File: src/rtl/bdpq_pkg.sv
// Shared types, constants and helper functions of the Bayer dither palette quantizer.
package bdpq_pkg;

    localparam logic [1:0] MODE_WEB = 2'd0;
    localparam logic [1:0] MODE_VGA = 2'd1;
    localparam logic [1:0] MODE_RGB = 2'd2;

    localparam logic MSIZE_EIGHT = 1'b0;
    localparam logic MSIZE_FOUR  = 1'b1;

    localparam logic [1:0] CFG_COLOR_MODE   = 2'd0;
    localparam logic [1:0] CFG_MATRIX_SIZE  = 2'd1;
    localparam logic [1:0] CFG_STRENGTH_PCT = 2'd2;

    localparam logic [1:0] RST_COLOR_MODE   = MODE_RGB;
    localparam logic       RST_MATRIX_SIZE  = MSIZE_FOUR;
    localparam logic [7:0] RST_STRENGTH_PCT = 8'd200;

    localparam int VGA_N = 16;

    // Reciprocal constants: n/100 = (n*5243)>>19 for n below 43690, and
    // floor(x/51) = (x*643)>>15 for x up to 280.
    localparam logic [28:0] RECIP_100 = 29'd5243;
    localparam logic [18:0] RECIP_51  = 19'd643;

    localparam logic [5:0] BAYER8 [64] = '{
         6'd0, 6'd48, 6'd12, 6'd60,  6'd3, 6'd51, 6'd15, 6'd63,
        6'd32, 6'd16, 6'd44, 6'd28, 6'd35, 6'd19, 6'd47, 6'd31,
         6'd8, 6'd56,  6'd4, 6'd52, 6'd11, 6'd59,  6'd7, 6'd55,
        6'd40, 6'd24, 6'd36, 6'd20, 6'd43, 6'd27, 6'd39, 6'd23,
         6'd2, 6'd50, 6'd14, 6'd62,  6'd1, 6'd49, 6'd13, 6'd61,
        6'd34, 6'd18, 6'd46, 6'd30, 6'd33, 6'd17, 6'd45, 6'd29,
        6'd10, 6'd58,  6'd6, 6'd54,  6'd9, 6'd57,  6'd5, 6'd53,
        6'd42, 6'd26, 6'd38, 6'd22, 6'd41, 6'd25, 6'd37, 6'd21
    };

    localparam logic [3:0] BAYER4 [16] = '{
         4'd0,  4'd8,  4'd2, 4'd10,
        4'd12,  4'd4, 4'd14,  4'd6,
         4'd3, 4'd11,  4'd1,  4'd9,
        4'd15,  4'd7, 4'd13,  4'd5
    };

    localparam logic [7:0] VGA_PAL [VGA_N][3] = '{
        '{8'd0,   8'd0,   8'd0},   '{8'd128, 8'd0,   8'd0},
        '{8'd0,   8'd128, 8'd0},   '{8'd128, 8'd128, 8'd0},
        '{8'd0,   8'd0,   8'd128}, '{8'd128, 8'd0,   8'd128},
        '{8'd0,   8'd128, 8'd128}, '{8'd192, 8'd192, 8'd192},
        '{8'd128, 8'd128, 8'd128}, '{8'd255, 8'd0,   8'd0},
        '{8'd0,   8'd255, 8'd0},   '{8'd255, 8'd255, 8'd0},
        '{8'd0,   8'd0,   8'd255}, '{8'd255, 8'd0,   8'd255},
        '{8'd0,   8'd255, 8'd255}, '{8'd255, 8'd255, 8'd255}
    };

    typedef struct packed {
        logic [1:0] color_mode;
        logic       matrix_size;
        logic [7:0] strength_pct;
    } t_cfg;

    typedef struct packed {
        logic       valid;
        logic [7:0] red;
        logic [7:0] green;
        logic [7:0] blue;
    } t_pix;

    function automatic logic [15:0] sq_diff(input logic [7:0] v, input logic [7:0] p);
        logic [7:0] d;
        d = (v >= p) ? (v - p) : (p - v);
        return 16'(d) * 16'(d);
    endfunction

    // Nearest web-safe level 0..5 for one channel; ties cannot occur with odd step 51.
    function automatic logic [2:0] web_level(input logic [7:0] v);
        logic [18:0] prod;
        prod = (19'(v) + 19'd25) * RECIP_51;
        return prod[17:15];
    endfunction

endpackage

File: src/rtl/bayer_dither_palette_quantizer.sv
// An accepted pixel leaves on o_palette_index with o_valid after passing every register stage.
// Throughput: one pixel per cycle while busy is low; six register stages, three for dithering, three for search.
// The receiver cannot stall, so the pipeline always advances and busy stays low once it falls after reset.
// Reset (synchronous, active low) restores the register defaults and empties the pipeline;
// busy is high during reset and until the registered ready flag is set after it.
module bayer_dither_palette_quantizer
    import bdpq_pkg::*;
(
    input  logic        i_clk,
    input  logic        i_rst_n,
    input  logic        start,
    output logic        busy,
    input  logic [7:0]  i_red,
    input  logic [7:0]  i_green,
    input  logic [7:0]  i_blue,
    input  logic [11:0] i_column,
    input  logic [11:0] i_line,
    input  logic        i_cfg_we,
    input  logic [1:0]  i_cfg_idx,
    input  logic [7:0]  i_cfg_data,
    output logic        o_valid,
    output logic [7:0]  o_palette_index
);

    t_cfg r_cfg;
    t_pix pix;
    logic r_ready;
    logic accept;

    always_ff @(posedge i_clk) begin
        if (!i_rst_n) begin
            r_cfg.color_mode   <= RST_COLOR_MODE;
            r_cfg.matrix_size  <= RST_MATRIX_SIZE;
            r_cfg.strength_pct <= RST_STRENGTH_PCT;
            r_ready            <= 1'b0;
        end else begin
            r_ready <= 1'b1;
            if (i_cfg_we) begin
                unique case (i_cfg_idx)
                    CFG_COLOR_MODE:   r_cfg.color_mode   <= i_cfg_data[1:0];
                    CFG_MATRIX_SIZE:  r_cfg.matrix_size  <= i_cfg_data[0];
                    CFG_STRENGTH_PCT: r_cfg.strength_pct <= i_cfg_data;
                    default: ;
                endcase
            end
        end
    end

    assign busy   = ~r_ready;
    assign accept = start & ~busy;

    bdpq_dither u_dither (
        .i_clk     (i_clk),
        .i_rst_n   (i_rst_n),
        .i_valid   (accept),
        .i_red     (i_red),
        .i_green   (i_green),
        .i_blue    (i_blue),
        .i_col_lo  (i_column[2:0]),
        .i_line_lo (i_line[2:0]),
        .i_cfg     (r_cfg),
        .o_pix     (pix)
    );

    bdpq_match u_match (
        .i_clk   (i_clk),
        .i_rst_n (i_rst_n),
        .i_pix   (pix),
        .i_cfg   (r_cfg),
        .o_valid (o_valid),
        .o_index (o_palette_index)
    );

    // Every accepted beat comes out on o_valid after passing the whole pipeline.
    a_latency: assert property (@(posedge i_clk) disable iff (!i_rst_n)
        accept |=> ##5 o_valid)
        else $error("accepted beat did not emerge after six cycles");

    a_no_phantom: assert property (@(posedge i_clk) disable iff (!i_rst_n)
        o_valid |-> $past(accept, 6))
        else $error("result strobe without an accepted beat");

    a_web_range: assert property (@(posedge i_clk) disable iff (!i_rst_n)
        o_valid |-> (o_palette_index <= 8'd215))
        else $error("palette index beyond web-safe range");

    a_vga_range: assert property (@(posedge i_clk) disable iff (!i_rst_n)
        (o_valid && r_cfg.color_mode == MODE_VGA) |-> (o_palette_index < 8'd16))
        else $error("VGA index out of range");

    a_rgb_range: assert property (@(posedge i_clk) disable iff (!i_rst_n)
        (o_valid && r_cfg.color_mode != MODE_WEB && r_cfg.color_mode != MODE_VGA)
        |-> (o_palette_index < 8'd8))
        else $error("RGB 8 index out of range");

endmodule

File: src/rtl/bdpq_dither.sv
// Dither front end: threshold lookup, strength scaling, divide by 100 and clamp.
module bdpq_dither
    import bdpq_pkg::*;
(
    input  logic       i_clk,
    input  logic       i_rst_n,
    input  logic       i_valid,
    input  logic [7:0] i_red,
    input  logic [7:0] i_green,
    input  logic [7:0] i_blue,
    input  logic [2:0] i_col_lo,
    input  logic [2:0] i_line_lo,
    input  t_cfg       i_cfg,
    output t_pix       o_pix
);

    logic [5:0]         n_thresh;
    logic signed [15:0] n_prod;
    logic signed [15:0] r1_prod;
    logic [7:0]         r1_ch [3];
    logic               r1_valid;

    logic signed [16:0] r2_num [3];
    logic               r2_valid;

    logic [7:0]         r3_ch [3];
    logic               r3_valid;

    always_comb begin
        logic signed [6:0] off;
        if (i_cfg.matrix_size == MSIZE_EIGHT) begin
            n_thresh = BAYER8[{i_line_lo, i_col_lo}];
        end else begin
            n_thresh = {BAYER4[{i_line_lo[1:0], i_col_lo[1:0]}], 2'b00};
        end
        off    = $signed({1'b0, n_thresh}) - 7'sd32;
        n_prod = 16'(off) * $signed({8'd0, i_cfg.strength_pct});
    end

    always_ff @(posedge i_clk) begin
        r1_prod  <= n_prod;
        r1_ch[0] <= i_red;
        r1_ch[1] <= i_green;
        r1_ch[2] <= i_blue;
        for (int k = 0; k < 3; k++) begin
            r2_num[k] <= $signed(17'(r1_ch[k]) * 17'd100) + 17'(r1_prod);
        end
        for (int k = 0; k < 3; k++) begin
            logic [28:0] q_prod;
            logic [8:0]  q;
            q_prod = 29'(r2_num[k][15:0]) * RECIP_100;
            q      = q_prod[27:19];
            if (r2_num[k][16]) begin
                r3_ch[k] <= 8'd0;
            end else if (q[8]) begin
                r3_ch[k] <= 8'd255;
            end else begin
                r3_ch[k] <= q[7:0];
            end
        end
        if (!i_rst_n) begin
            r1_valid <= 1'b0;
            r2_valid <= 1'b0;
            r3_valid <= 1'b0;
        end else begin
            r1_valid <= i_valid;
            r2_valid <= r1_valid;
            r3_valid <= r2_valid;
        end
    end

    assign o_pix.valid = r3_valid;
    assign o_pix.red   = r3_ch[0];
    assign o_pix.green = r3_ch[1];
    assign o_pix.blue  = r3_ch[2];

endmodule

File: src/rtl/bdpq_match.sv
// Nearest palette search: separable web-safe and RGB 8 picks, VGA 16 distance tree.
module bdpq_match
    import bdpq_pkg::*;
(
    input  logic       i_clk,
    input  logic       i_rst_n,
    input  t_pix       i_pix,
    input  t_cfg       i_cfg,
    output logic       o_valid,
    output logic [7:0] o_index
);

    logic [17:0] r4_dist [VGA_N];
    logic [7:0]  r4_web;
    logic [2:0]  r4_rgb;
    logic        r4_valid;

    logic [17:0] r5_dist [4];
    logic [3:0]  r5_idx  [4];
    logic [7:0]  r5_web;
    logic [2:0]  r5_rgb;
    logic        r5_valid;

    logic [7:0]  r6_index;
    logic        r6_valid;

    always_ff @(posedge i_clk) begin
        logic [2:0]  lr;
        logic [2:0]  lg;
        logic [2:0]  lb;
        logic [17:0] bd;
        logic [3:0]  bi;
        lr = web_level(i_pix.red);
        lg = web_level(i_pix.green);
        lb = web_level(i_pix.blue);
        r4_web <= 8'(lr) * 8'd36 + 8'(lg) * 8'd6 + 8'(lb);
        r4_rgb <= {i_pix.red[7], i_pix.green[7], i_pix.blue[7]};
        for (int k = 0; k < VGA_N; k++) begin
            r4_dist[k] <= 18'(sq_diff(i_pix.red,   VGA_PAL[k][0]))
                        + 18'(sq_diff(i_pix.green, VGA_PAL[k][1]))
                        + 18'(sq_diff(i_pix.blue,  VGA_PAL[k][2]));
        end

        // Each group of four keeps the first minimum, so ties go to the lower index.
        for (int g = 0; g < 4; g++) begin
            bd = r4_dist[4 * g];
            bi = 4'(4 * g);
            for (int j = 1; j < 4; j++) begin
                if (r4_dist[4 * g + j] < bd) begin
                    bd = r4_dist[4 * g + j];
                    bi = 4'(4 * g + j);
                end
            end
            r5_dist[g] <= bd;
            r5_idx[g]  <= bi;
        end
        r5_web <= r4_web;
        r5_rgb <= r4_rgb;

        bd = r5_dist[0];
        bi = r5_idx[0];
        for (int g = 1; g < 4; g++) begin
            if (r5_dist[g] < bd) begin
                bd = r5_dist[g];
                bi = r5_idx[g];
            end
        end
        case (i_cfg.color_mode)
            MODE_WEB: r6_index <= r5_web;
            MODE_VGA: r6_index <= 8'(bi);
            default:  r6_index <= 8'(r5_rgb);
        endcase

        if (!i_rst_n) begin
            r4_valid <= 1'b0;
            r5_valid <= 1'b0;
            r6_valid <= 1'b0;
        end else begin
            r4_valid <= i_pix.valid;
            r5_valid <= r4_valid;
            r6_valid <= r5_valid;
        end
    end

    assign o_valid = r6_valid;
    assign o_index = r6_index;

endmodule
File: config.mk
export PLATFORM = sky130hd
export DESIGN_NAME = bayer_dither_palette_quantizer
export DESIGN_NICKNAME = d
export VERILOG_FILES = /design/src/rtl/bdpq_pkg.sv /design/src/rtl/bayer_dither_palette_quantizer.sv /design/src/rtl/bdpq_dither.sv /design/src/rtl/bdpq_match.sv
export SDC_FILE = /design/constraint.sdc
export NUM_CORES = 2
export LEC_CHECK = 0
export ABC_AREA = 1
export BUFFER_PORTS_ARGS = -buffer_cell sky130_fd_sc_hd__clkbuf_2
export CAP_MARGIN = 20
export CORE_AREA = 8 8 569 571
export DETAILED_ROUTE_END_ITERATION = 10
export DIE_AREA = 0 0 577 579
export GPL_TIMING_DRIVEN = 0
export PLACE_DENSITY = 0.35
export SLEW_MARGIN = 10
export SYNTH_ARGS = -nofsm -noshare
export SYNTH_HDL_FRONTEND = slang
export SYNTH_SLANG_ARGS = --single-unit
File: constraint.sdc
create_clock -name i_clk -period 16.4 [get_ports i_clk]
set_input_delay 0.82 -clock i_clk [delete_from_list [all_inputs] [get_ports i_clk]]
set_output_delay 0.82 -clock i_clk [all_outputs]
set_load 0.005 [all_outputs]
# Word-level counts from Yosys, hierarchy flattened
# Memories as Yosys holds them, arrays and structs flattened.
# Cells that the tools add are included.
totals:
  ff_bits: 64
  mem_bits_rw: 475
  mem_bits_ro: 448
  inputBits: 62
  output_inout_bits: 10
  elab_cells: 227
  memories: 8
mem_list:
  columns: ["name", "depth", "width", "read_ports", "rd_ports_with_merged_regs", "write_ports", "line_no", "text"]
  rows:
  - ["(name not given)", 64, 6, 1, 0, 0, "bdpq_dither.sv:32", "n_thresh = BAYER8[{i_line_lo, i_col_lo}];"]
  - ["u_match.r4_dist", 16, 18, 16, 0, 16, "bdpq_match.sv:13", "logic [17:0] r4_dist [VGA_N];"]
  - ["u_match.r5_dist", 4, 18, 4, 0, 4, "bdpq_match.sv:18", "logic [17:0] r5_dist [4];"]
  - ["(name not given)", 16, 4, 1, 0, 0, "bdpq_dither.sv:34", "n_thresh = {BAYER4[{i_line_lo[1:0], i_col_lo[1:0]}], 2'b00};"]
  - ["u_dither.r2_num", 3, 17, 3, 0, 3, "bdpq_dither.sv:23", "logic signed [16:0] r2_num [3];"]
  - ["u_dither.r1_ch", 3, 8, 3, 0, 3, "bdpq_dither.sv:20", "logic [7:0] r1_ch [3];"]
  - ["+2 memories", null, null, null, null, null, null, null]
classes:
  addsub: 54
  multipliers: 24
  n_lt_le_gt_ge: 29
  n_eq_ne: 3
  n_mux: 78
  bitwise: 10
  reduce_logical: 5
op_table:
  columns: ["cell", "n"]
  rows:
  - ["18-bit less-than comparator", 15]
  - ["18-bit by 16-bit adder with 18-bit output", 14]
  - ["18-bit two-way mux", 14]
  - ["8-bit by 8-bit multiplier with 16-bit output", 12]
  - ["16-bit by 16-bit adder with 17-bit output", 11]
  - ["8-bit two-way mux", 18]
  - ["16-bit by 13-bit multiplier with 28-bit output (second input constant)", 3]
  - ["8-bit >= comparator (second input constant)", 9]
  - ["8-bit subtractor (first input constant)", 9]
  - ["8-bit subtractor (second input constant)", 9]
  - ["19-bit by 10-bit multiplier with 18-bit output (second input constant)", 3]
  - ["4-bit two-way mux", 13]
  - ["8-bit by 5-bit multiplier with 13-bit output (second input constant)", 3]
  - ["17-bit by 16-bit adder with 18-bit output", 2]
  - ["1-bit two-way mux", 29]
  - ["8-bit by 5-bit adder with 9-bit output (second input constant)", 3]
  - ["8-bit by 1-bit >= comparator with 1-bit output (second input constant)", 3]
  - ["1-bit by 8-bit subtractor with 8-bit output (first input constant)", 3]
  - ["6-bit two-way mux", 3]
  - ["7-bit by 9-bit multiplier with 16-bit output", 1]
  - ["8-bit case mux with 2 select lines", 1]
  - ["8-bit by 3-bit adder with 8-bit output", 1]
  - ["8-bit by 6-bit adder with 8-bit output", 1]
  - ["7-bit >= comparator (second input constant)", 1]
  - ["13 further kinds", 22]

# Logic depth before layout (Yosys ltp)
# An unclocked memory read counts as a cell.
logic_depth:
  depth_word: 8
  depth_mapped: 49
  depth_no_buf: 47

# Hierarchy
# Synthesis repeated with hierarchy kept, for this count alone.
unflattened:
  hier_cells: 9329
  area_unflattened_um2: 73738.2
by_module_without_submodules:
  columns: ["module", "instances", "cells_per_inst", "area_per_inst_um2", "seq_area_each_um2"]
  rows:
  - ["bdpq_match", 1, 6696, 51966.1, 7547.2]
  - ["bdpq_dither", 1, 2564, 21277.9, 2522.4]
  - ["bayer_dither_palette_quantizer", 1, 69, 494.2, 240.2]

# Worst setup path before layout
# No wires, ideal clock.
synth_path:
  path_kind: "flip-flop to flip-flop"
  start: "mem u_dither.r3_ch[0][0]"
  end: "mem u_match.r4_dist[7][17], in the netlist u_match.r4_dist[0][143]"
  setup_time_ns: 0.072
  arrival_time_ns: 10.179
  required_time_ns: 16.328
  slack_ns: 6.149
  stages_incl_launch_ff: 44
  n_path_buf: 2
  synth_period_minus_slack_ns: 10.251
  path_cell_list: "edfxtp_1 > clkbuf_1 > clkinv_1 > clkbuf_1 > ha_1 > inv_1 > nor3_1 > inv_1 > nor2_1 > xor2_1 > nand2_1 > nand2_1 > nor2_1 > inv_1 > fa_1 > fa_1 > fa_1 > inv_1 > [... 8 more ...] > fa_1 > fa_1 > fa_1 > fa_1 > inv_1 > ha_1 > nand2_1 > o21ai_0 > a21oi_1 > o21bai_1 > a21o_1 > a21oi_1 > o21ai_0 > nand3_1 > nand2_1 > nand3_1 > nand2_1 > xor2_1"
synth_rtl:
  columns: ["item", "line_no", "text"]
  rows:
  - ["start, declared", "bdpq_dither.sv:26", "logic [7:0] r3_ch [3];"]
  - ["end, declared", "bdpq_match.sv:13", null]

==> metrics <==
status completed; synth cell count leaders inv_1, ha_1, nand2_1; Post-DRT Antenna Nets 0; Fillers 34,530; RSZ-0062 raised after global routing no; Max Fanout on Critical Path 14; pins over their slew limit 0; synth warn 0; Startpoint Class flip-flop; synthesized area between 70,000 and 80,000 um^2; Die X 577 um; Post-CTS Resized 0; Die Ht roughly 580 um; WS Path Type reg2reg; largest net degree at the start of global routing 17; Clock transition at path regs ~0.06 ns; f_max between 70 and 80 MHz; delay-heaviest family, CP adder cells; synthesized flop and latch total a little over 500; initial core utilization 0.2290; Buf+Inv Stages, Crit Path 12; Num CTS Buffers 70; worst stage delay on the critical path ~1.1 ns; final setup fails 0; post-DP HPWL between 200,000 and 250,000 um; first-pass GRT wire length between 300,000 and 400,000 um; Arr. time, crit path 13.59 ns; sequential area share after synthesis 0.1437; setup tns final 0 ns; Worst Hold Slack about 0.25 ns; Overflow after GRT 0; vias per inst 4.246; initial drt markers between 2,000 and 2,500; Distinct cells, synth 60; first drt pass iteration count 6; setup bufs post-CTS 0; Worst path most repeated cell fa_1; Rows between 200 and 250; port buffer count 53; CTS Buffer Depth 3; FFs w/ async S/R, synth 0; final wirelength about 240,000 um; Critical Path Sink Type flip-flop; DR WL/cell ~18 um; top-area cell type share of the netlist area 0.2670; synth top area cells ha_1, fa_1, dfxtp_1; Tcrit/Tclk final 0.7942; layout cells sized above 1 0.03069; Max-slew headroom 0.2136; core region area about 310,000 um^2; gpl congestion roughly 0.85; Worst-Margin Slew ~1.2 ns; Post-synth EDFFs 24; final setup skew between 0.03 and 0.04 ns; Crit-path slowest cell edfxtp_1; Max Cap Viol 0; Req. time, crit path about 17 ns; vias in the first global route a little under 60,000; H-tree level count 3; Synth Instances about 8,900; Primary FF master, synth dfxtp_1; Clock Latency Late Sink just under 0.7 ns; area delta synth->final 11.92%; Synth area leader ha_1; routed vias about 57,000; synthesized area per cell 8.077 um^2; Fin. Hold Viols 0; # IOs 72; # hold bufs at CTS 0; Die Area approximately 330,000 um^2; Root Driver clkbuf_16; cell with the most instances after synthesis inv_1; # clock sinks 504; Worst Hold Class in2reg; CTS tree done; Final Net Count 11,340; fin crit period 13.02 ns; GRT Total Usage 0.1408; Post-route DRC 0; initial antenna violation count 11
[per-stage QoR]
step / cells / setup slack (ns) / util / cell area, um^2
after detailed placement: 13190 / 3.124 / 0.2486 / 78040
after global routing: 13320 / 2.693 / 0.2562 / 80440
after global placement: 13160 / 1.043 / 0.2470 / 77540
final: 13320 / 3.376 / 0.2563 / 80450
after CTS: 13320 / 3.120 / 0.2562 / 80440
after floorplan: 8949 / 6.150 / - / 72070
[worst paths after layout]
path,from,endpoint,slack (ns),cells past startpoint
min,i_blue[5],u_dither.r1_ch[0][21],0.25,1
max reg2reg,u_dither.r3_ch[0][0],u_match.r4_dist[0][143],3.38,40
min reg2reg,u_match.r4_web[1],u_match.r5_web[1],0.33,0
max,u_dither.r3_ch[0][0],u_match.r4_dist[0][143],3.38,40
[cell type report]
cell class / count / area [um^2] / share of cell area
sequential: 504 / 10330 / 0.1284
antenna: 5 / 12.51 / 0.0001555
multi-input combinational: 6470 / 54420 / 0.6764
clock buffer: 96 / 2011 / 0.02499
tap: 4160 / 5205 / 0.06469
timing repair buffer: 83 / 633.1 / 0.007869
buffer: 103 / 422.9 / 0.005256
inverter: 1872 / 7027 / 0.08734
clock inverter: 29 / 392.9 / 0.004883
[cell families after synthesis]
logic type	share of synthesized area
AND/OR/NAND/NOR	0.1267
AO/OA/AOI/OAI	0.1053
other	0.0001045
multiplexers	0.0001392
buffers and inverters	0.1036
XOR/XNOR	0.07561
flip-flops	0.1437
adder cells (fa/ha/maj)	0.4449
[cell usage in the layout, fill, tap and decap left out, types with 87 or more instances in the layout]
master	count
xor2_1	445
inv_1	1859
clkbuf_1	87
fa_1	639
nor2_1	527
xnor2_1	161
nand2_1	1333
dfxtp_1	480
a21oi_1	667
nand3_1	235
ha_1	1534
o21ai_0	397
[routing by layer]
| metal | up-vias | global-route usage | share of wire |
|---|---|---|---|
| met2 | 752 | 0.2465 | 0.47 |
| met5 | - | 0 | 0 |
| met3 | 215 | 0.01482 | 0.029 |
| li1 | 28820 | - | - |
| met4 | 0 | 0.03349 | 0.026 |
| met1 | 26780 | 0.1855 | 0.47 |
[state kept, by name, indices dropped and copies added, names as in the netlist, 8 cells and up]
name              count
r_cfg                11
u_dither.r2_num      47
u_match.r4_dist     266
u_match.o_index       8
u_match.r5_idx        8
u_match.r5_web        8
u_match.r5_dist      71
u_match.r4_web        8
u_dither.r3_ch       24
u_dither.r1_prod     16
u_dither.r1_ch       24
Power is left out: the tool's default activity adds up to more than one toggle a clock period on the data nets, which glitch-free logic cannot reach.
